==> config.mk <==
export PLATFORM = sky130hd
export DESIGN_NAME = ges_outbuf
export DESIGN_NICKNAME = d
export VERILOG_FILES = /design/src/sv/ges_pkg.sv /design/src/sv/ges_outbuf.sv
export SDC_FILE = /design/constraint.sdc
export NUM_CORES = 1
export LEC_CHECK = 0
export BUFFER_PORTS_ARGS = -buffer_cell sky130_fd_sc_hd__buf_2
export CAP_MARGIN = 20
export CORE_AREA = 2 2 91 128
export CTS_CLUSTER_SIZE = 40
export DETAILED_ROUTE_END_ITERATION = 7
export DIE_AREA = 0 0 93 130
export PLACE_DENSITY = 0.76
export SYNTH_ARGS = -nofsm -noshare
export SYNTH_HDL_FRONTEND = slang
export SYNTH_SLANG_ARGS = --single-unit
==> constraint.sdc <==
create_clock -name clk -period 5.5 [get_ports clk]
set_input_delay 0.275 -clock clk [delete_from_list [all_inputs] [get_ports clk]]
set_output_delay 0.275 -clock clk [all_outputs]
set_load 0.02 [all_outputs]
==> src/sv/ges_pkg.sv <==
// Shared types and constants for the GPIO encoder and sonar unit.
package ges_pkg;

  localparam int PORT_COUNT = 16;
  localparam int PORT_W     = $clog2(PORT_COUNT);
  localparam int TIME_WIDTH = 32;
  localparam int CNT_W      = 32;
  localparam int DELAY_W    = 20;
  localparam int CMD_W      = 4;
  localparam int PORT_IN_W  = 5;
  localparam int RV_W       = 32;

  localparam logic [DELAY_W-1:0] REJAM_RESET = 20'd10000;

  typedef enum logic [1:0] {
    KIND_PLAIN = 2'd0,
    KIND_ENC   = 2'd1,
    KIND_SONAR = 2'd2
  } kind_t;

  typedef enum logic [CMD_W-1:0] {
    CMD_EVENT       = 4'd0,
    CMD_DIR         = 4'd2,
    CMD_LEVEL       = 4'd3,
    CMD_CLAIM_ENC   = 4'd4,
    CMD_RELEASE_ENC = 4'd5,
    CMD_CLEAR_CNT   = 4'd6,
    CMD_READ_CNT    = 4'd7,
    CMD_READ_PIN    = 4'd8,
    CMD_CLAIM_SONAR = 4'd9,
    CMD_RING        = 4'd10,
    CMD_READ_ECHO   = 4'd11,
    CMD_JAM         = 4'd12,
    CMD_READ_JAM    = 4'd13
  } cmd_t;

  // Per-lane update controls from the merge stage
  typedef struct packed {
    logic  due_ring;
    logic  cmd_ring;
    logic  edge_hit;
    logic  clr_cnt;
    logic  set_kind;
    kind_t kind_val;
  } lane_ctrl_t;

  // Per-lane state seen by the merge stage
  typedef struct packed {
    kind_t                 kind;
    logic [CNT_W-1:0]      count;
    logic [TIME_WIDTH-1:0] echo;
  } lane_stat_t;

  // One result item
  typedef struct packed {
    logic [RV_W-1:0]       read_value;
    logic                  accepted;
    logic [PORT_COUNT-1:0] direction_bits;
    logic [PORT_COUNT-1:0] level_bits;
    logic                  ring_fired;
    logic [PORT_W-1:0]     ring_port;
  } res_t;

endpackage

==> src/sv/ges_outbuf.sv <==
// Output register with a skid entry between the result and input channels.
module ges_outbuf import ges_pkg::*; (
  input  logic clk,
  input  logic rst_n,
  input  logic push,
  input  res_t din,
  input  logic out_stall,
  output logic out_valid,
  output res_t dout,
  output logic full
);

  logic main_v_r, main_v_nxt;
  logic skid_v_r, skid_v_nxt;
  res_t main_r, main_nxt;
  res_t skid_r, skid_nxt;
  logic take;

  // Steer each request into the output register or the skid entry
  always_comb begin
    take       = main_v_r && !out_stall;
    main_v_nxt = main_v_r;
    skid_v_nxt = skid_v_r;
    main_nxt   = main_r;
    skid_nxt   = skid_r;
    if (skid_v_r) begin
      if (take) begin
        main_nxt   = skid_r;
        skid_v_nxt = 1'b0;
      end
    end else if (push) begin
      if (!main_v_r || take) begin
        main_nxt   = din;
        main_v_nxt = 1'b1;
      end else begin
        skid_nxt   = din;
        skid_v_nxt = 1'b1;
      end
    end else if (take) begin
      main_v_nxt = 1'b0;
    end
  end

  always_ff @(posedge clk) begin
    if (!rst_n) begin
      main_v_r <= 1'b0;
      skid_v_r <= 1'b0;
    end else begin
      main_v_r <= main_v_nxt;
      skid_v_r <= skid_v_nxt;
    end
  end

  always_ff @(posedge clk) begin
    main_r <= main_nxt;
    skid_r <= skid_nxt;
  end

  assign out_valid = main_v_r;
  assign dout      = main_r;
  assign full      = skid_v_r;

endmodule

==> results.py <==
metrics = {
    "run_status": {
        "status": "finished, final reports clean",
    },
    "floorplanning": {
        "io_pins": 146,
        "core_mm2": 0.01105,
        "rows": 46,
        "dieArea_mm2": 0.01209,
        "die_w_um": 93,
        "die_h_um": 130,
        "start_util": 0.4873,
    },
    "detailed_routing": {
        "drt_first_pass_iters": 4,
        "vias_per_cell": 4.761,
        "drc_errors": 0,
        "drtIter0Drc": 120,
        "routed_wl_um": 9257,
        "vias": 2609,
        "ant_nets": 0,
        "wl_per_cell_um": 16.89,
    },
    "clocking": {
        "cts.sinks": 142,
        "h-tree-depth": 4,
        "ctsHoldBuffers": 0,
        "clk_latency_ns": 0.40,
        "post_cts_resized": 0,
        "cts_buffers": 17,
        "cts_root_buffer": "clkbuf_16",
        "clkTransAtPathRegs_ns": 0.06,
        "clockBufferDepth": 2,
        "cts_setup_buffers": 0,
        "cts_tree": "yes",
    },
    "worst_setup_path": {
        "crit_buf_inv": 1,
        "max_stage_delay_ns": 0.77,
        "critPathArrivalTime_ns": 2.54,
        "crit_chain": "nand2b_1 > a21boi_4 > buf_4",
        "end_kind": "flip-flop",
        "critPathSlowestCell": "a21boi_4",
        "required_ns": 5.54,
        "path_class": "flip-flop to flip-flop",
        "cpLargestDelayFamily": "compound AO/OA/AOI/OAI gates",
        "cp-start-kind": "flip-flop",
        "critPathMaxFanout": 43,
    },
    "yosys": {
        "yosys_warnings": 0,
        "ys_types": 15,
        "syn_inst": 231,
        "ys_ff_latch": 142,
        "synth_area_per_cell_um2": 23.31,
        "syn_nets": 305,
        "synthesis.area_mm2": 0.005385,
        "synth_seq_area_share": 0.7881,
    },
    "timing": {
        "drv_slew": 0,
        "finalHoldViolCount": 0,
        "setup_tns_ns": 0,
        "relSlewSlack": 0.3599,
        "rsz0062_at_grt": "false",
        "min_period_ns": 2.497,
        "period_share": 0.4541,
        "skew_ns": 0.003890,
        "setup_viol": 0,
        "fmax_mhz": 400.4,
        "tightest_slew_ns": 0.9601,
    },
    "place": {
        "place_hpwl_um": 6349,
        "portBuffers": 145,
        "place_congestion": 0.7349,
    },
    "pwr": {
        "seqPwrFrac": 0.471,
        "switching_share": 0.2041,
        "power.internal_mw": 2.169,
        "clockPowerShare": 0.441,
        "power_mw": 2.724,
        "p_leak_nw": 2.702,
        "pwr-share-comb": 0.088,
        "ir_drop_mv": 0.2297,
        "p_per_area_mw_per_mm2": 395.9,
        "power.switching_uw": 555.9,
    },
    "final_layout": {
        "postLayoutCoreUtil": 0.6227,
        "nNetsFinal": 464,
        "drive_gt1_frac": 0.6154,
        "layout_common_cells": "buf_2, edfxtp_1, mux2_4, clkbuf_16, mux2_2",
        "final_common_cell": "buf_2",
        "area.growth.synth_to_final_pct": 27.79,
    },
    "grt": {
        "grt_max_degree": 58,
        "grt_use_total": 0.1562,
        "grt_remaining_overflow": 0,
        "antenna_found_initial": 3,
        "grt_pass1_wl_um": 13770,
        "grt_pass1_vias": 2649,
    },
    "worst_hold_path": {
        "hold_class": "primary input to flip-flop",
    },
    "run": {
        "max-cap-violations": 0,
    },
}
layout make-up:
cell class                      instances  area (µm²)
Sequential cell                       142        4248
Fill cell                             820        4169
Multi-Input combinational cell         80        1072
Timing Repair Buffer                  148       748.2
Clock buffer                           19       432.9
Clock inverter                         13       193.9
Tap cell                              144       180.2
Inverter                                1       3.754
Antenna cell                            1       2.502
sequential cells by signal (all words and copies together) (netlist names):
name       cells
skid_r        70
dout          70
full           1
out_valid      1
cells in the mapped netlist:
master      n  area share
a21boi_1    1      0.0014
a21oi_1     2      0.0019
buf_2       1     0.00093
buf_6       7       0.015
dfxtp_1     2      0.0074
edfxtp_1  140        0.78
inv_1       1     0.00070
mux2_2     13       0.027
mux2_4     57        0.16
nand2_1     2      0.0014
nand2b_1    1      0.0012
nor2_1      1     0.00070
nor2b_1     1      0.0012
nor3_1      1     0.00093
o21ai_1     1     0.00093
power by group through the flow:
stage	clock, mW	sequential, mW	combinational, mW
final	1.20	1.28	0.240
after global routing	1.27	1.29	0.257
after CTS	1.23	1.28	0.245
after detailed placement	0	1.30	0.245
after global placement	0	1.30	0.237
after floorplan	0	1.36	0.0987
metal layers:
layer,GRT usage,vias up,share of wire
li1,-,1238,-
met1,0.1730,1265,0.39
met2,0.2617,81,0.53
met3,0.06928,21,0.059
met4,0.06834,4,0.022
met5,0,-,0.0029
path summary, 6_finish.rpt:
kind	start	endpoint	slack (ns)	cells past startpoint
worst min-delay path	din[45]	skid_r[45]$_DFFE_PP_	0.06	1
worst max register to register	full$_SDFF_PN0_	dout[18]$_DFFE_PP_	3.00	3
worst max-delay path	full$_SDFF_PN0_	dout[18]$_DFFE_PP_	3.00	3
worst min register to register	skid_r[68]$_DFFE_PP_	dout[68]$_DFFE_PP_	0.54	1
metrics by stage:
stage	setup slack, ns	hold slack (ns)	instance area [µm²]	cells
2_1_floorplan	0.7779	0.3739	5385	231
3_5_place_dp	2.949	0.4695	6252	515
6_report	3.003	0.05947	6882	548
5_1_grt	2.818	0.03763	6879	547
4_1_cts	2.918	0.04074	6879	547
3_3_place_gp	3.037	0.4678	6252	515
logic make-up after synthesis:
group	synth area share
buffers and inverters	0.01626
AOI/OAI and AO/OA	0.004182
muxes	0.1861
DFF	0.7881
and+or+nand+nor	0.005344
No activity file was read; power rests on OpenSTA's default activity.
