**src/sv/ges_pkg.sv**
```systemverilog
// Shared types and constants for the GPIO encoder and sonar unit.
package ges_pkg;

  localparam int PORT_COUNT = 16;
  localparam int PORT_W     = $clog2(PORT_COUNT);
  localparam int TIME_WIDTH = 32;
  localparam int CNT_W      = 32;
  localparam int DELAY_W    = 20;
  localparam int CMD_W      = 4;
  localparam int PORT_IN_W  = 5;
  localparam int RV_W       = 32;

  localparam logic [DELAY_W-1:0] REJAM_RESET = 20'd10000;

  typedef enum logic [1:0] {
    KIND_PLAIN = 2'd0,
    KIND_ENC   = 2'd1,
    KIND_SONAR = 2'd2
  } kind_t;

  typedef enum logic [CMD_W-1:0] {
    CMD_EVENT       = 4'd0,
    CMD_DIR         = 4'd2,
    CMD_LEVEL       = 4'd3,
    CMD_CLAIM_ENC   = 4'd4,
    CMD_RELEASE_ENC = 4'd5,
    CMD_CLEAR_CNT   = 4'd6,
    CMD_READ_CNT    = 4'd7,
    CMD_READ_PIN    = 4'd8,
    CMD_CLAIM_SONAR = 4'd9,
    CMD_RING        = 4'd10,
    CMD_READ_ECHO   = 4'd11,
    CMD_JAM         = 4'd12,
    CMD_READ_JAM    = 4'd13
  } cmd_t;

  // Per-lane update controls from the merge stage
  typedef struct packed {
    logic  due_ring;
    logic  cmd_ring;
    logic  edge_hit;
    logic  clr_cnt;
    logic  set_kind;
    kind_t kind_val;
  } lane_ctrl_t;

  // Per-lane state seen by the merge stage
  typedef struct packed {
    kind_t                 kind;
    logic [CNT_W-1:0]      count;
    logic [TIME_WIDTH-1:0] echo;
  } lane_stat_t;

  // One result item
  typedef struct packed {
    logic [RV_W-1:0]       read_value;
    logic                  accepted;
    logic [PORT_COUNT-1:0] direction_bits;
    logic [PORT_COUNT-1:0] level_bits;
    logic                  ring_fired;
    logic [PORT_W-1:0]     ring_port;
  } res_t;

endpackage

```
**src/sv/ges_lane.sv**
```systemverilog
// One port lane: kind, edge count, echo time and ring start of a single port.
module ges_lane import ges_pkg::*; (
  input  logic                  clk,
  input  logic                  rst_n,
  input  lane_ctrl_t            ctl,
  input  logic [TIME_WIDTH-1:0] ts,
  output lane_stat_t            stat
);

  kind_t                 kind_r, kind_nxt;
  logic [CNT_W-1:0]      cnt_r, cnt_nxt;
  logic [TIME_WIDTH-1:0] echo_r, echo_nxt;
  logic [TIME_WIDTH-1:0] ping_r, ping_nxt;
  logic [TIME_WIDTH-1:0] ping_eff;
  logic                  ring;

  // Work out the lane update; a due re-ring lands before the command
  always_comb begin
    ring     = ctl.due_ring | ctl.cmd_ring;
    ping_eff = ctl.due_ring ? ts : ping_r;
    kind_nxt = ctl.set_kind ? ctl.kind_val : kind_r;

    if (ctl.clr_cnt) begin
      cnt_nxt = '0;
    end else if (ctl.edge_hit && kind_r == KIND_ENC) begin
      cnt_nxt = cnt_r + CNT_W'(1);
    end else begin
      cnt_nxt = cnt_r;
    end

    if (ctl.edge_hit && kind_r == KIND_SONAR) begin
      echo_nxt = ts - ping_eff;
    end else if (ring) begin
      echo_nxt = '0;
    end else begin
      echo_nxt = echo_r;
    end

    ping_nxt = ring ? ts : ping_r;
  end

  always_ff @(posedge clk) begin
    if (!rst_n) begin
      kind_r <= KIND_PLAIN;
      cnt_r  <= '0;
      echo_r <= '0;
      ping_r <= '0;
    end else begin
      kind_r <= kind_nxt;
      cnt_r  <= cnt_nxt;
      echo_r <= echo_nxt;
      ping_r <= ping_nxt;
    end
  end

  // Show the echo as it reads after a due re-ring
  assign stat.kind  = kind_r;
  assign stat.count = cnt_r;
  assign stat.echo  = ctl.due_ring ? '0 : echo_r;

endmodule

```
**config.mk**
```make
export PLATFORM = sky130hd
export DESIGN_NAME = ges_lane
export DESIGN_NICKNAME = d
export VERILOG_FILES = /design/src/sv/ges_pkg.sv /design/src/sv/ges_lane.sv
export SDC_FILE = /design/constraint.sdc
export NUM_CORES = 1
export LEC_CHECK = 0
export BUFFER_PORTS_ARGS = -buffer_cell sky130_fd_sc_hd__buf_2
export CAP_MARGIN = 5
export CORE_MARGIN = 3
export CORE_UTILIZATION = 45
export DETAILED_ROUTE_END_ITERATION = 6
export HOLD_SLACK_MARGIN = 0.02
export PLACE_DENSITY = 0.67
export SYNTH_ARGS = -nofsm -noshare
export SYNTH_HDL_FRONTEND = slang
export SYNTH_SLANG_ARGS = --single-unit
```
**constraint.sdc**
```tcl
create_clock -name clk -period 4.05 [get_ports clk]
set_input_delay 0.2025 -clock clk [delete_from_list [all_inputs] [get_ports clk]]
set_output_delay 0.2025 -clock clk [all_outputs]
set_load 0.03 [all_outputs]
```
==> impl_metrics.json <==
{
  "tns_ns": 0,
  "timing.final.crit_share": 0.745,
  "final_util": 0.536,
  "dpl.cell_count": 961,
  "power.density_nw_per_um2": 346,
  "multi_input_area_um2": 3800,
  "yosys.area_share.adder": 0.0877,
  "grt_max_degree": 49,
  "synth_area_leaders": "dfxtp_1 (33%), ha_1 (8.4%), nand2_1 (8.2%), mux2i_1 (5.6%), a21boi_0 (4.0%)",
  "synthesis.area_um2": 5930,
  "drt_wl_total_um": 14000,
  "slowest_delay_ns": 0.41,
  "clk_latency_ns": 0.36,
  "fin_nets": 882,
  "ctsHoldBuffers": 0,
  "worst_ir_drop_vdd_uv": 222,
  "setup_ws_ns": 1.03,
  "hpwl_um": 10200,
  "drtPass1Iterations": 5,
  "vias_per_cell": 5.30,
  "synth_top_family_by_area": "simple AND/OR/NAND/NOR gates",
  "crit_path_end_kind": "flop",
  "syn_to_final_growth_pct": 15.3,
  "initial_core_util": 0.464,
  "p_leak_nw": 3.02,
  "yosysSeqAreaShare": 0.331,
  "slew_viol_final": 0,
  "grt_pass1_vias": 5051,
  "crit_path_start_kind": "flop",
  "fin_area_um2": 6840,
  "tritoncts": "yes",
  "place_congestion": 0.936,
  "cp_slowest_cell": "fa_1",
  "overflow": 0,
  "synthXorXnorAreaFrac": 0.0797,
  "crit_arrival_ns": 3.24,
  "num_antenna_cells": 0,
  "slew_headroom": 0.208,
  "cts_made_buffers": 9,
  "avgSynthCellArea_um2": 8.28,
  "synth_edf_count": 0,
  "die_y_um": 121,
  "path_max_fanout": 4,
  "synth.area.mux_share": 0.0576,
  "layoutNonFillerInstCount": 977,
  "ys_ff_latch": 98,
  "port_buffers": 106,
  "synth-simple-area-share": 0.231,
  "hold_viol_final": 0,
  "wl_per_cell_um": 14.3,
  "cp.required_ns": 4.27,
  "synth_top_area_share": 0.331,
  "synth-main-ff-cell": "dfxtp_1",
  "finClkSkew_ns": 0.00941,
  "rrSetupSlack_ns": 1.03,
  "rows": 41,
  "finalCriticalPeriod_ns": 3.02,
  "grt_first_pass_wirelength_um": 23500,
  "clkTransAtPathRegs_ns": 0.07,
  "synthTopCellsByCount": "nand2_1 (129), dfxtp_1 (98), nor2_1 (43), ha_1 (40), o21ai_0 (37)",
  "final_antenna_net_count": 0,
  "clock.fmax_mhz": 332,
  "drc": 0,
  "die_x_um": 121,
  "synth_most_common_cell": "nand2_1",
  "synth-compound-area-share": 0.185,
  "seq_area_um2": 1960,
  "postCtsSetupRepairBufs": 0,
  "crit_path_frequent_cell": "a21oi_2",
  "dpl_cell_area_um2": 6560,
  "cts-htree-levels": 3,
  "crit_family": "compound AO/OA/AOI/OAI gates",
  "cp.depth": 13,
  "ys_types": 58,
  "fillers": 1238,
  "crit_buf_inv": 0,
  "cts_root_buf": "clkbuf_16",
  "status": "complete, no violations",
  "drt_iter0_markers": 216,
  "finalSetupViolCount": 0,
  "dp_worst_setup_slack_ns": 0.674,
  "tightest_slew_ns": 1.19,
  "yosysWarningCount": 0,
  "max_cap_violations": 0,
  "syn_nets": 798,
  "die_area_um2": 14600,
  "whs_path_depth": 3,
  "hp-class": "in -> reg",
  "routed-via-count": 5179,
  "cts_sinks": 98,
  "ff2ff_path_depth": 13,
  "ys_async_sr_fraction": 0,
  "io_pins": 107,
  "post_cts_resized": 0,
  "worstPathCellList": "mux2_2 > ha_1 > fa_1 > nand3b_1 > a21oi_2 > o211ai_2 > a21oi_2 > o21ai_2 > a21boi_4 > nor4b_2 > o41ai_2 > xnor2_1 > o21ai_1",
  "grt_usage": 0.196,
  "rsz0062_at_grt": "false",
  "antenna_found_initial": 0,
  "drive_gt1_frac": 0.184,
  "clk_path_buf_depth": 2,
  "synth_cells": 716,
  "critical_path_class": "reg -> reg",
  "yosysTopAreaCell": "dfxtp_1",
  "coreArea_um2": 12800
}
worst paths after layout:
| kind | start | end |
|---|---|---|
| worst max-delay path | ping_r[0] | echo_r[28] |
| worst min-delay path | ts[31] | ping_r[31] |
| worst max register to register | ping_r[0] | echo_r[28] |
| worst min register to register | echo_r[27] | echo_r[27] |
where the power goes:
group	switching (mW)	total, mW	internal, mW
logic	0.309	0.528	0.219
registers	0.0148	1.01	0.992
clock network	0.405	0.830	0.425
logic make-up (layout without fill, tap and decap cells):
family	count (synthesis)	after routing
and+or+nand+nor	285	285
AOI/OAI and AO/OA	159	159
DFF	98	98
xor gates and xnor gates	54	54
buffers and inverters	45	134
adders and majority gates	41	41
muxes	34	34
worst register-to-register path: stages (launching register included):
cell      delay (ns)
dfxtp_1         0.32
mux2_2          0.28
ha_1            0.20
fa_1            0.41
nand3b_1        0.22
a21oi_2         0.18
o211ai_2        0.12
a21oi_2         0.19
o21ai_2         0.11
a21boi_4        0.22
nor4b_2         0.10
o41ai_2         0.31
xnor2_1         0.16
o21ai_1         0.07
stage by stage:
stage	total power, mW	hold slack (ns)
detailed placement	1.55	0.436
floorplan	1.43	0.350
finish	2.36	0.116
global route	2.49	0.113
CTS	2.39	0.106
global placement	1.54	0.430
state kept, by name (all words and copies together), names as in the netlist:
signal,flops
kind_r,2
cnt_r,32
echo_r,32
ping_r,32
routing by layer:
metal,track usage,part of all wire
met3,0.0538,0.049
met5,0,0
met4,0.0602,0.017
met1,0.238,0.45
met2,0.337,0.49
cells in the final DEF, fill, tap and decap left out, types with 4 or more instances in the layout:
cell type,n
a21boi_0,32
a21o_1,18
a21oi_1,30
a21oi_2,5
and2_1,13
and3_1,8
buf_2,106
clkbuf_16,9
dfxtp_1,98
ha_1,40
inv_1,8
mux2i_1,33
nand2_1,129
nand2b_1,4
nand3_1,20
nand4_1,7
nor2_1,42
nor2b_1,35
nor3_1,6
o21ai_0,37
o21ai_1,8
or3_1,7
xnor2_1,27
xor2_1,27
area by class of cell:
cell class              count  area share
clock buffers              10      0.0335
clock inverters             6     0.00713
inverters                   9     0.00494
multi-input cells         573       0.555
flip-flops and latches     98       0.287
well taps                 172      0.0315
repair buffers            109      0.0808
(Power assumes the default switching activity.)
