$ cat config.mk
export PLATFORM = sky130hd
export DESIGN_NAME = ges_merge
export DESIGN_NICKNAME = d
export VERILOG_FILES = /design/src/sv/ges_pkg.sv /design/src/sv/ges_merge.sv
export SDC_FILE = /design/constraint.sdc
export NUM_CORES = 1
export LEC_CHECK = 0
export BUFFER_PORTS_ARGS = -buffer_cell sky130_fd_sc_hd__buf_2
export CAP_MARGIN = 20
export CORE_AREA = 2 2 514 516
export CTS_CLUSTER_DIAMETER = 60
export DETAILED_ROUTE_END_ITERATION = 6
export DIE_AREA = 0 0 516 518
export SYNTH_ARGS = -nofsm -noshare
export SYNTH_HDL_FRONTEND = slang
export SYNTH_SLANG_ARGS = --single-unit
$ cat constraint.sdc
create_clock -name clk -period 9.9 [get_ports clk]
set_clock_uncertainty 0.15 [all_clocks]
set_input_delay 1.485 -clock clk [delete_from_list [all_inputs] [get_ports clk]]
set_output_delay 1.485 -clock clk [all_outputs]
set_load 0.02 [all_outputs]
$ cat src/sv/ges_pkg.sv
// Shared types and constants for the GPIO encoder and sonar unit.
package ges_pkg;

  localparam int PORT_COUNT = 16;
  localparam int PORT_W     = $clog2(PORT_COUNT);
  localparam int TIME_WIDTH = 32;
  localparam int CNT_W      = 32;
  localparam int DELAY_W    = 20;
  localparam int CMD_W      = 4;
  localparam int PORT_IN_W  = 5;
  localparam int RV_W       = 32;

  localparam logic [DELAY_W-1:0] REJAM_RESET = 20'd10000;

  typedef enum logic [1:0] {
    KIND_PLAIN = 2'd0,
    KIND_ENC   = 2'd1,
    KIND_SONAR = 2'd2
  } kind_t;

  typedef enum logic [CMD_W-1:0] {
    CMD_EVENT       = 4'd0,
    CMD_DIR         = 4'd2,
    CMD_LEVEL       = 4'd3,
    CMD_CLAIM_ENC   = 4'd4,
    CMD_RELEASE_ENC = 4'd5,
    CMD_CLEAR_CNT   = 4'd6,
    CMD_READ_CNT    = 4'd7,
    CMD_READ_PIN    = 4'd8,
    CMD_CLAIM_SONAR = 4'd9,
    CMD_RING        = 4'd10,
    CMD_READ_ECHO   = 4'd11,
    CMD_JAM         = 4'd12,
    CMD_READ_JAM    = 4'd13
  } cmd_t;

  // Per-lane update controls from the merge stage
  typedef struct packed {
    logic  due_ring;
    logic  cmd_ring;
    logic  edge_hit;
    logic  clr_cnt;
    logic  set_kind;
    kind_t kind_val;
  } lane_ctrl_t;

  // Per-lane state seen by the merge stage
  typedef struct packed {
    kind_t                 kind;
    logic [CNT_W-1:0]      count;
    logic [TIME_WIDTH-1:0] echo;
  } lane_stat_t;

  // One result item
  typedef struct packed {
    logic [RV_W-1:0]       read_value;
    logic                  accepted;
    logic [PORT_COUNT-1:0] direction_bits;
    logic [PORT_COUNT-1:0] level_bits;
    logic                  ring_fired;
    logic [PORT_W-1:0]     ring_port;
  } res_t;

endpackage

$ cat src/sv/ges_merge.sv
// Command decode, shared port registers and merge of the lane results.
module ges_merge import ges_pkg::*; (
  input  logic                              clk,
  input  logic                              rst_n,
  input  logic                              fire,
  input  logic [CMD_W-1:0]                  cmd,
  input  logic [PORT_IN_W-1:0]              port,
  input  logic                              value,
  input  logic [PORT_COUNT-1:0]             edge_status,
  input  logic [TIME_WIDTH-1:0]             ts,
  input  logic                              cfg_we,
  input  logic [DELAY_W-1:0]                cfg_data,
  input  lane_stat_t [PORT_COUNT-1:0]       lane_stat,
  output lane_ctrl_t [PORT_COUNT-1:0]       lane_ctl,
  output res_t                              res
);

  logic [PORT_COUNT-1:0] dir_r, dir_nxt;
  logic [PORT_COUNT-1:0] lvl_r, lvl_nxt;
  logic [PORT_COUNT-1:0] irq_r, irq_nxt;
  logic                  jam_on_r, jam_on_nxt;
  logic [PORT_W-1:0]     jam_tgt_r, jam_tgt_nxt;
  logic                  pend_r, pend_nxt;
  logic [TIME_WIDTH-1:0] dl_r, dl_nxt;
  logic [DELAY_W-1:0]    delay_r;

  logic                  ok;
  logic [PORT_W-1:0]     p;
  logic [PORT_W-1:0]     p_odd;
  logic [PORT_W-1:0]     tgt_odd;
  kind_t                 kind_p;
  logic [PORT_COUNT-1:0] ring_ok;
  logic [PORT_COUNT-1:0] masked;
  logic [TIME_WIDTH-1:0] due_diff;
  logic                  due;
  logic                  due_fire;
  logic                  cmd_fire;
  logic                  jam_hit;
  logic [RV_W-1:0]       rv;
  logic                  acc;

  always_comb begin
    ok       = (port < PORT_IN_W'(PORT_COUNT));
    p        = port[PORT_W-1:0];
    p_odd    = {p[PORT_W-1:1], 1'b1};
    tgt_odd  = {jam_tgt_r[PORT_W-1:1], 1'b1};
    kind_p   = lane_stat[p].kind;
    masked   = edge_status & irq_r;
    due_diff = ts - dl_r;
    due      = pend_r && !due_diff[TIME_WIDTH-1];

    // Mark even sonar ports that can ring
    for (int i = 0; i < PORT_COUNT; i++) begin
      ring_ok[i] = (lane_stat[i].kind == KIND_SONAR) && ((i % 2) == 0)
                   && (i + 1 < PORT_COUNT);
    end
    due_fire = due && jam_on_r && ring_ok[jam_tgt_r];

    dir_nxt     = dir_r;
    lvl_nxt     = lvl_r;
    irq_nxt     = irq_r;
    jam_on_nxt  = jam_on_r;
    jam_tgt_nxt = jam_tgt_r;
    pend_nxt    = pend_r && !due;
    dl_nxt      = dl_r;
    rv          = '0;
    acc         = 1'b0;
    cmd_fire    = 1'b0;
    jam_hit     = 1'b0;

    // Apply the due re-ring first
    if (due_fire) begin
      lvl_nxt[tgt_odd] = 1'b0;
    end

    for (int i = 0; i < PORT_COUNT; i++) begin
      lane_ctl[i]          = '0;
      lane_ctl[i].kind_val = KIND_PLAIN;
      lane_ctl[i].due_ring = due_fire && (jam_tgt_r == PORT_W'(i));
    end

    case (cmd_t'(cmd))
      CMD_EVENT: begin
        for (int i = 0; i < PORT_COUNT; i++) begin
          lane_ctl[i].edge_hit = masked[i];
          if (masked[i] && lane_stat[i].kind == KIND_SONAR && jam_on_r
              && jam_tgt_r == PORT_W'(i)) begin
            jam_hit = 1'b1;
          end
        end
        if (jam_hit) begin
          pend_nxt = 1'b1;
          dl_nxt   = ts + TIME_WIDTH'(delay_r);
        end
        acc = 1'b1;
      end
      CMD_DIR: begin
        if (ok && kind_p == KIND_PLAIN) begin
          dir_nxt[p] = value;
          acc        = 1'b1;
        end
      end
      CMD_LEVEL: begin
        if (ok) begin
          lvl_nxt[p] = value;
          acc        = 1'b1;
        end
      end
      CMD_CLAIM_ENC: begin
        if (ok && kind_p != KIND_SONAR) begin
          lane_ctl[p].set_kind = 1'b1;
          lane_ctl[p].kind_val = KIND_ENC;
          dir_nxt[p]           = 1'b0;
          irq_nxt[p]           = 1'b1;
          acc                  = 1'b1;
        end
      end
      CMD_RELEASE_ENC: begin
        if (ok && kind_p == KIND_ENC) begin
          lane_ctl[p].set_kind = 1'b1;
          lane_ctl[p].kind_val = KIND_PLAIN;
          irq_nxt[p]           = 1'b0;
          acc                  = 1'b1;
        end
      end
      CMD_CLEAR_CNT: begin
        if (ok) begin
          lane_ctl[p].clr_cnt = 1'b1;
          acc                 = 1'b1;
        end
      end
      CMD_READ_CNT: begin
        if (ok) begin
          rv  = RV_W'(lane_stat[p].count);
          acc = 1'b1;
        end
      end
      CMD_READ_PIN: begin
        if (ok) begin
          rv  = {{(RV_W-1){1'b0}}, ~lvl_nxt[p]};
          acc = 1'b1;
        end
      end
      CMD_CLAIM_SONAR: begin
        if (ok && !p[0] && kind_p != KIND_ENC) begin
          lane_ctl[p].set_kind     = 1'b1;
          lane_ctl[p].kind_val     = KIND_SONAR;
          lane_ctl[p_odd].set_kind = 1'b1;
          lane_ctl[p_odd].kind_val = KIND_SONAR;
          dir_nxt[p]               = 1'b0;
          lvl_nxt[p]               = 1'b0;
          dir_nxt[p_odd]           = 1'b1;
          lvl_nxt[p_odd]           = 1'b0;
          irq_nxt[p]               = 1'b1;
          acc                      = 1'b1;
        end
      end
      CMD_RING: begin
        if (ok && ring_ok[p]) begin
          cmd_fire = 1'b1;
          acc      = 1'b1;
        end
      end
      CMD_READ_ECHO: begin
        if (ok && kind_p == KIND_SONAR) begin
          rv  = RV_W'(lane_stat[p].echo);
          acc = 1'b1;
        end
      end
      CMD_JAM: begin
        if (!value) begin
          jam_on_nxt = 1'b0;
          acc        = 1'b1;
        end else if (ok) begin
          jam_on_nxt  = 1'b1;
          jam_tgt_nxt = p;
          cmd_fire    = ring_ok[p];
          acc         = 1'b1;
        end
      end
      CMD_READ_JAM: begin
        rv  = jam_on_r ? RV_W'(jam_tgt_r) : RV_W'(PORT_COUNT);
        acc = 1'b1;
      end
      default: begin
      end
    endcase

    // Ring from the command itself
    if (cmd_fire) begin
      lane_ctl[p].cmd_ring = 1'b1;
      lvl_nxt[p_odd]       = 1'b0;
    end

    // Drop all lane updates when no request moves
    if (!fire) begin
      for (int i = 0; i < PORT_COUNT; i++) begin
        lane_ctl[i] = '0;
      end
    end

    res.read_value     = rv;
    res.accepted       = acc;
    res.direction_bits = dir_nxt;
    res.level_bits     = lvl_nxt;
    res.ring_fired     = cmd_fire | due_fire;
    if (cmd_fire) begin
      res.ring_port = p_odd;
    end else if (due_fire) begin
      res.ring_port = tgt_odd;
    end else begin
      res.ring_port = '0;
    end
  end

  // Hold shared state; advance it on each request taken from the input
  always_ff @(posedge clk) begin
    if (!rst_n) begin
      dir_r     <= '0;
      lvl_r     <= '0;
      irq_r     <= '0;
      jam_on_r  <= 1'b0;
      jam_tgt_r <= '0;
      pend_r    <= 1'b0;
      dl_r      <= '0;
    end else if (fire) begin
      dir_r     <= dir_nxt;
      lvl_r     <= lvl_nxt;
      irq_r     <= irq_nxt;
      jam_on_r  <= jam_on_nxt;
      jam_tgt_r <= jam_tgt_nxt;
      pend_r    <= pend_nxt;
      dl_r      <= dl_nxt;
    end
  end

  // Hold the rejam delay register
  always_ff @(posedge clk) begin
    if (!rst_n) begin
      delay_r <= REJAM_RESET;
    end else if (cfg_we) begin
      delay_r <= cfg_data;
    end
  end

endmodule

==> results of run 1 <==
[cell usage in the layout, fill, tap and decap left out, drive strengths merged, types with 5 or more instances in the layout]
cell type  count
a211oi        14
a21o           8
a21oi         85
a22o           8
a311oi         6
a31oi          8
a32oi          5
and2           5
and3           7
buf         1345
clkbuf        11
clkinv         7
conb          16
dfxtp        106
diode        150
ha            50
inv           86
mux2i         60
mux4         332
nand2        153
nand2b        25
nand3         66
nor2         211
nor2b         10
nor3          27
nor3b          8
nor4           6
o211ai         9
o21a          20
o21ai         96
o221ai         5
o22ai         17
or2            7
or3            9
xnor2         12
xor2           7
[critical path: cells and delay by family]
family	cells	cell delay, ps
mux	2	1220
buf+inv	3	970
simple gates	2	860
compound gates	1	860
[cell type report]
type                    instances  area, um2  area share (%)
diodes                        150        375            1.34
clock buffers                   9        225           0.803
clock inverters                 7       73.8           0.263
inverters                      87        328            1.17
multi-input cells            1349      13600            48.4
flip-flops and latches        106       2120            7.57
well taps                    3515       4400            15.7
repair buffers               1347       6950            24.8
[through the flow]
step	hold WS, ps	total power [mW]
global route	346	1.98
CTS	323	1.95
detailed placement	307	1.53
floorplan	285	0.910
finish	323	1.90
global placement	304	1.52
[final timing paths]
| path | to | depth (start not counted) |
|---|---|---|
| max | res[63] | 8 |
| min | flop | 2 |
| max reg2reg | dl_r[24]$_SDFFE_PN0P_ | 11 |
| min reg2reg | flop | 2 |
[cells by family (layout without fill, tap and decap cells)]
kind of cell             after synthesis  in the layout
flip-flops                           106            106
XOR/XNOR                              19             19
AO/OA/AOI/OAI                        315            315
AND/OR/NAND/NOR                      553            553
multiplexers                         394            394
adder cells (fa/ha/maj)               52             52
other                                  1            166
buffers and inverters                255           1450
[power groups by stage]
stage,Combinational (mW),Sequential (mW),Clock (mW)
2_1_floorplan,0.466,0.445,0
3_3_place_gp,1.07,0.450,0
3_5_place_dp,1.08,0.450,0
4_1_cts,1.08,0.440,0.425
5_1_grt,1.11,0.441,0.435
6_report,1.05,0.440,0.407
[synthesized netlist by cell type (all sizes together) (5+ instances only)]
cell type / number
dfxtp: 106
a21oi: 85
nor3: 27
o21ai: 96
nor2: 211
xnor2: 12
or3: 9
a22o: 8
nor3b: 8
o21a: 20
nor2b: 10
a32oi: 5
a21o: 8
mux2i: 60
inv: 84
a211oi: 14
a31oi: 8
nor4: 6
or2: 7
mux4: 332
o22ai: 17
ha: 50
and2: 5
clkbuf: 101
and3: 7
buf: 67
o211ai: 9
nand2b: 25
a311oi: 6
nand3: 66
nand2: 153
o221ai: 5
xor2: 7
[per-layer routing]
metal | part of all wire, % | up-vias | GRT usage, %
li1 | - | 9207 | -
met5 | 0.35 | - | 0
met3 | 9.3 | 747 | 7.43
met4 | 4.5 | 140 | 7.00
met1 | 32 | 11100 | 18.5
met2 | 53 | 1845 | 37.1
==> impl_metrics.ini, run 1 <==
[worst_setup_path]
crit_path_frequent_cell = mux4_2
slowest_stage = o21ai_0
cp-start-kind = input port
critical_path.max_stage_delay_ps = 860
path_class = input port to output pin
end_kind = output pin
reg2reg_slack_ps = 5110
path_max_fanout = 33
cp-startpoint = port[0]
cp.arrival_ps = 5580
r2r_start = jam_tgt_r[3]$_SDFFE_PN0P_
worstPathRequired_ps = 8270
crit_chain = buf_8, mux4_2, mux4_2, nand2b_4, or4_4, buf_4, o21ai_0, buf_2

[detailed_routing]
initialDrtViolationCount = 2126
routedWlPerCell_um = 41.0
drc = 0
viasPerCell = 3.51
drt_pass1_iterations = 5
wirelength_um = 269000
ant_nets = 0
vias = 23100

[pwr]
p_clk_share_pct = 21.4
swShare_pct = 43.4
power.switching_mw = 0.824
comb_power_share_pct = 55.5
p_int_mw = 1.08
pwr-share-seq_pct = 23.1
power_density_nw_per_um2 = 67.8
ir_drop_mv = 0.0709
leakage_nw = 10.9

[cells_and_area]
instances_no_fill = 6570
fin_area_um2 = 28000
drive_above_1_share_pct = 59.7
area_delta_synth_final_pct = 68.2
final_util_pct = 10.7
nFillCells = 30600
fin_nets = 4089

[global_routing]
grt_pass1_vias = 21900
grt_usage_pct = 19.4
overflow = 0
antenna_found_initial = 423
grt_max_degree = 84
grt_pass1_wl_um = 315000

[cts]
cts_buffer_depth = 2
clock_latency_ps = 420
cts-root-buf = clkbuf_16
cts_setup_buffers = 0
cts_tree = yes
cts_buffers = 9
cts_sinks = 106
path_clk_slew_ps = 90
cts_hold_buf = 0
cts-resized-gates = 0
htreeDepth = 3

[logic_synthesis]
synthDistinctLibCells = 81
synth-simple-area-share_pct = 15.2
avgSynthCellArea_um2 = 9.83
yosysWarnings = 0
synth_top_family_by_area = multiplexers
synth-xor-area-share_pct = 0.998
synth-adder-area-share_pct = 3.93
ys_top_cells_by_area = mux4_2 45%, dfxtp_1 13%, nor2_1 4.5%, ha_1 3.8%, mux2i_1 3.6%
synth.ff_latch_count = 106
yosysTopAreaCellShare_pct = 44.7
synth_edf_count = 0
synth_flop_cell = dfxtp_1
async_flop_share_pct = 0
muxShareOfSynthArea_pct = 48.6
yosysSeqAreaShare_pct = 12.7
syn_inst = 1695
netlist_area_um2 = 16700
synth_top_area_cell = mux4_2
synth_compound_area_share_pct = 12.1

[timing]
hold_viol_final = 0
max_freq_ghz = 0.139
rsz0062_at_grt = false
final.setup.tns_ps = 0
slew_headroom_pct = 23.8
setup_viol = 0
finalCritPeriodShare_pct = 72.9
final_max_slew_viol_count = 0
worst_slew_pin_slew_ps = 1140
setup_slack_ps = 2680
period_minus_slack_ps = 7220

[floorplan]
die_w_um = 516
io-pin-count = 1320
start_util_pct = 6.37
dieArea_um2 = 267000
core_um2 = 262000
rows = 188
die_y_um = 518

[run_status]
outcome = finished clean

[job]
maxCapViolCount = 0

[placement]
placed_area_um2 = 27300
preCtsSetupSlack_ps = 2540
globalplace.congestion = 1.04
dp_hpwl_um = 249000
placed_cells = 6402
numPortBuffers = 1303

[worst_hold_path]
hold_path.class = flop to flop
Note: power is estimated with default switching activity, not from simulation.
==> run 2, diff against run 1 <==
==> constraint.sdc (replaced) <==
create_clock -name clk -period 7.2 [get_ports clk]
set_clock_uncertainty 0.15 [all_clocks]
set_input_delay 1.08 -clock clk [delete_from_list [all_inputs] [get_ports clk]]
set_output_delay 1.08 -clock clk [all_outputs]
set_load 0.02 [all_outputs]
==> impl_metrics.ini, run 2 (synthesized netlist as in run 1, its figures left out) <==
[detailed_routing]
vias = 23000
drt_pass1_iterations = 5
initialDrtViolationCount = 2232
viasPerCell = 3.50
ant_nets = 0
drc = 0
routedWlPerCell_um = 40.6
wirelength_um = 267000

[timing]
period_minus_slack_ps = 6330
setup_viol = 0
final.setup.tns_ps = 0
worst_slew_pin_slew_ps = 1190
hold_viol_final = 0
max_freq_ghz = 0.158
final_max_slew_viol_count = 0
slew_headroom_pct = 20.0
finalCritPeriodShare_pct = 87.9
rsz0062_at_grt = false

[global_routing]
grt_max_degree = 92
grt_pass1_wl_um = 314000
overflow = 0
antenna_found_initial = 400
grt_pass1_vias = 21900
grt_usage_pct = 19.3

[cts]
htreeDepth = 3
path_clk_slew_ps = 90
cts_sinks = 106
clock_latency_ps = 410
cts_setup_buffers = 0
cts_tree = yes
cts_buffer_depth = 2
cts-resized-gates = 0
cts-root-buf = clkbuf_16
cts_buffers = 9
cts_hold_buf = 0

[pwr]
power.switching_mw = 1.20
leakage_nw = 10.9
swShare_pct = 44.6
p_int_mw = 1.49
pwr-share-seq_pct = 22.5
p_clk_share_pct = 21.2
power_mw = 2.68
power_density_nw_per_um2 = 95.5
comb_power_share_pct = 56.3
ir_drop_mv = 0.0981

[cells_and_area]
final_common_cell = buf_2
drive_above_1_share_pct = 59.7
fin_nets = 4089
area_delta_synth_final_pct = 68.7
nFillCells = 30600
final_cell_mix = 1,299 x buf_2, 331 x mux4_2, 200 x nor2_1

[floorplan]
dieArea_um2 = 267000
rows = 188
io-pin-count = 1320
start_util_pct = 6.37
die_y_um = 518
die_w_um = 516
core_um2 = 262000

[worst_hold_path]
hold_path.class = flop to flop
min_path_cells = 2

[worst_setup_path]
path_class = input port to output pin
slowest_stage = o21ai_0
path_delay_family = multiplexers
r2r_start = jam_tgt_r[1]$_SDFFE_PN0P_
end_kind = output pin
crit_chain = buf_8, mux4_2, mux4_2, nand2b_4, or4_4, o21ai_0, buf_2
cp-start-kind = input port
timing.rr.end = dl_r[7]$_SDFFE_PN0P_
reg2reg_depth = 11
cp.buffers_inverters = 2
reg2reg_slack_ps = 3180
path_max_fanout = 33
worstPathRequired_ps = 5970
critical_path.max_stage_delay_ps = 1050
cp.arrival_ps = 5100
crit_path_frequent_cell = mux4_2

[job]
maxCapViolCount = 0

[run_status]
outcome = finished clean

[placement]
dp_hpwl_um = 246000
numPortBuffers = 1303
globalplace.congestion = 1.02
## run 2: changes by cell type in the layout (fill, tap and decap cells not counted), sizes merged
cell and change:
clkbuf -1, diode +21, buf +1
## run 2: per-layer routing
layer	global-route usage, %	share of wire (%)	wire [um]
met5	0	0.34	917
met4	6.71	4.2	11100
met3	6.98	10	26700
met2	36.9	54	143000
met1	18.8	32	85300
## run 2: stage by stage
step	worst slack [ps]	utilization, %	cell area [um2]	hold WS (ps)	std cells
2_1_floorplan	2290	-	16700	285	1710
3_3_place_gp	667	10.5	27300	302	6401
3_5_place_dp	815	10.5	27400	310	6404
4_1_cts	821	10.6	27700	321	6420
5_1_grt	816	10.7	27900	336	6514
6_report	871	10.7	28100	321	6591
## run 2: worst max-delay path by stage
stage	startpoint	to	slack (ps)	cells after the start
after CTS	port[0]	res[41]	820	7
after global placement	port[0]	res[50]	670	7
final	port[0]	res[39]	870	7
after floorplan	ts[22]	lane_ctl[76]	2290	11
after detailed placement	port[0]	res[41]	810	7
after global routing	port[0]	res[38]	820	10
## run 2: worst register-to-register path: stages (launching register included)
cell and delay (ps):
dfxtp_1 830, buf_4 330, nor2b_1 460, nand2_1 150
o22ai_1 200, a31oi_1 60, a211oi_1 260, a31oi_1 160
a211oi_4 330, buf_4 530, mux2_2 420, nor2_1 70
## run 2: power groups by stage
stage	Sequential, mW	Clock [mW]	Combinational [mW]
2_1_floorplan	0.611	0	0.640
3_3_place_gp	0.619	0	1.55
3_5_place_dp	0.618	0	1.56
4_1_cts	0.605	0.602	1.57
5_1_grt	0.606	0.610	1.59
6_report	0.604	0.570	1.51
## run 2: cell type report
class / count / area (um2) / share of cell area (%)
inverters: 87 / 328 / 1.17
clock inverters: 7 / 80.1 / 0.285
repair buffers: 1347 / 6970 / 24.8
multi-input cells: 1349 / 13600 / 48.2
diodes: 171 / 428 / 1.52
well taps: 3515 / 4400 / 15.6
clock buffers: 9 / 225 / 0.801
flip-flops and latches: 106 / 2120 / 7.55
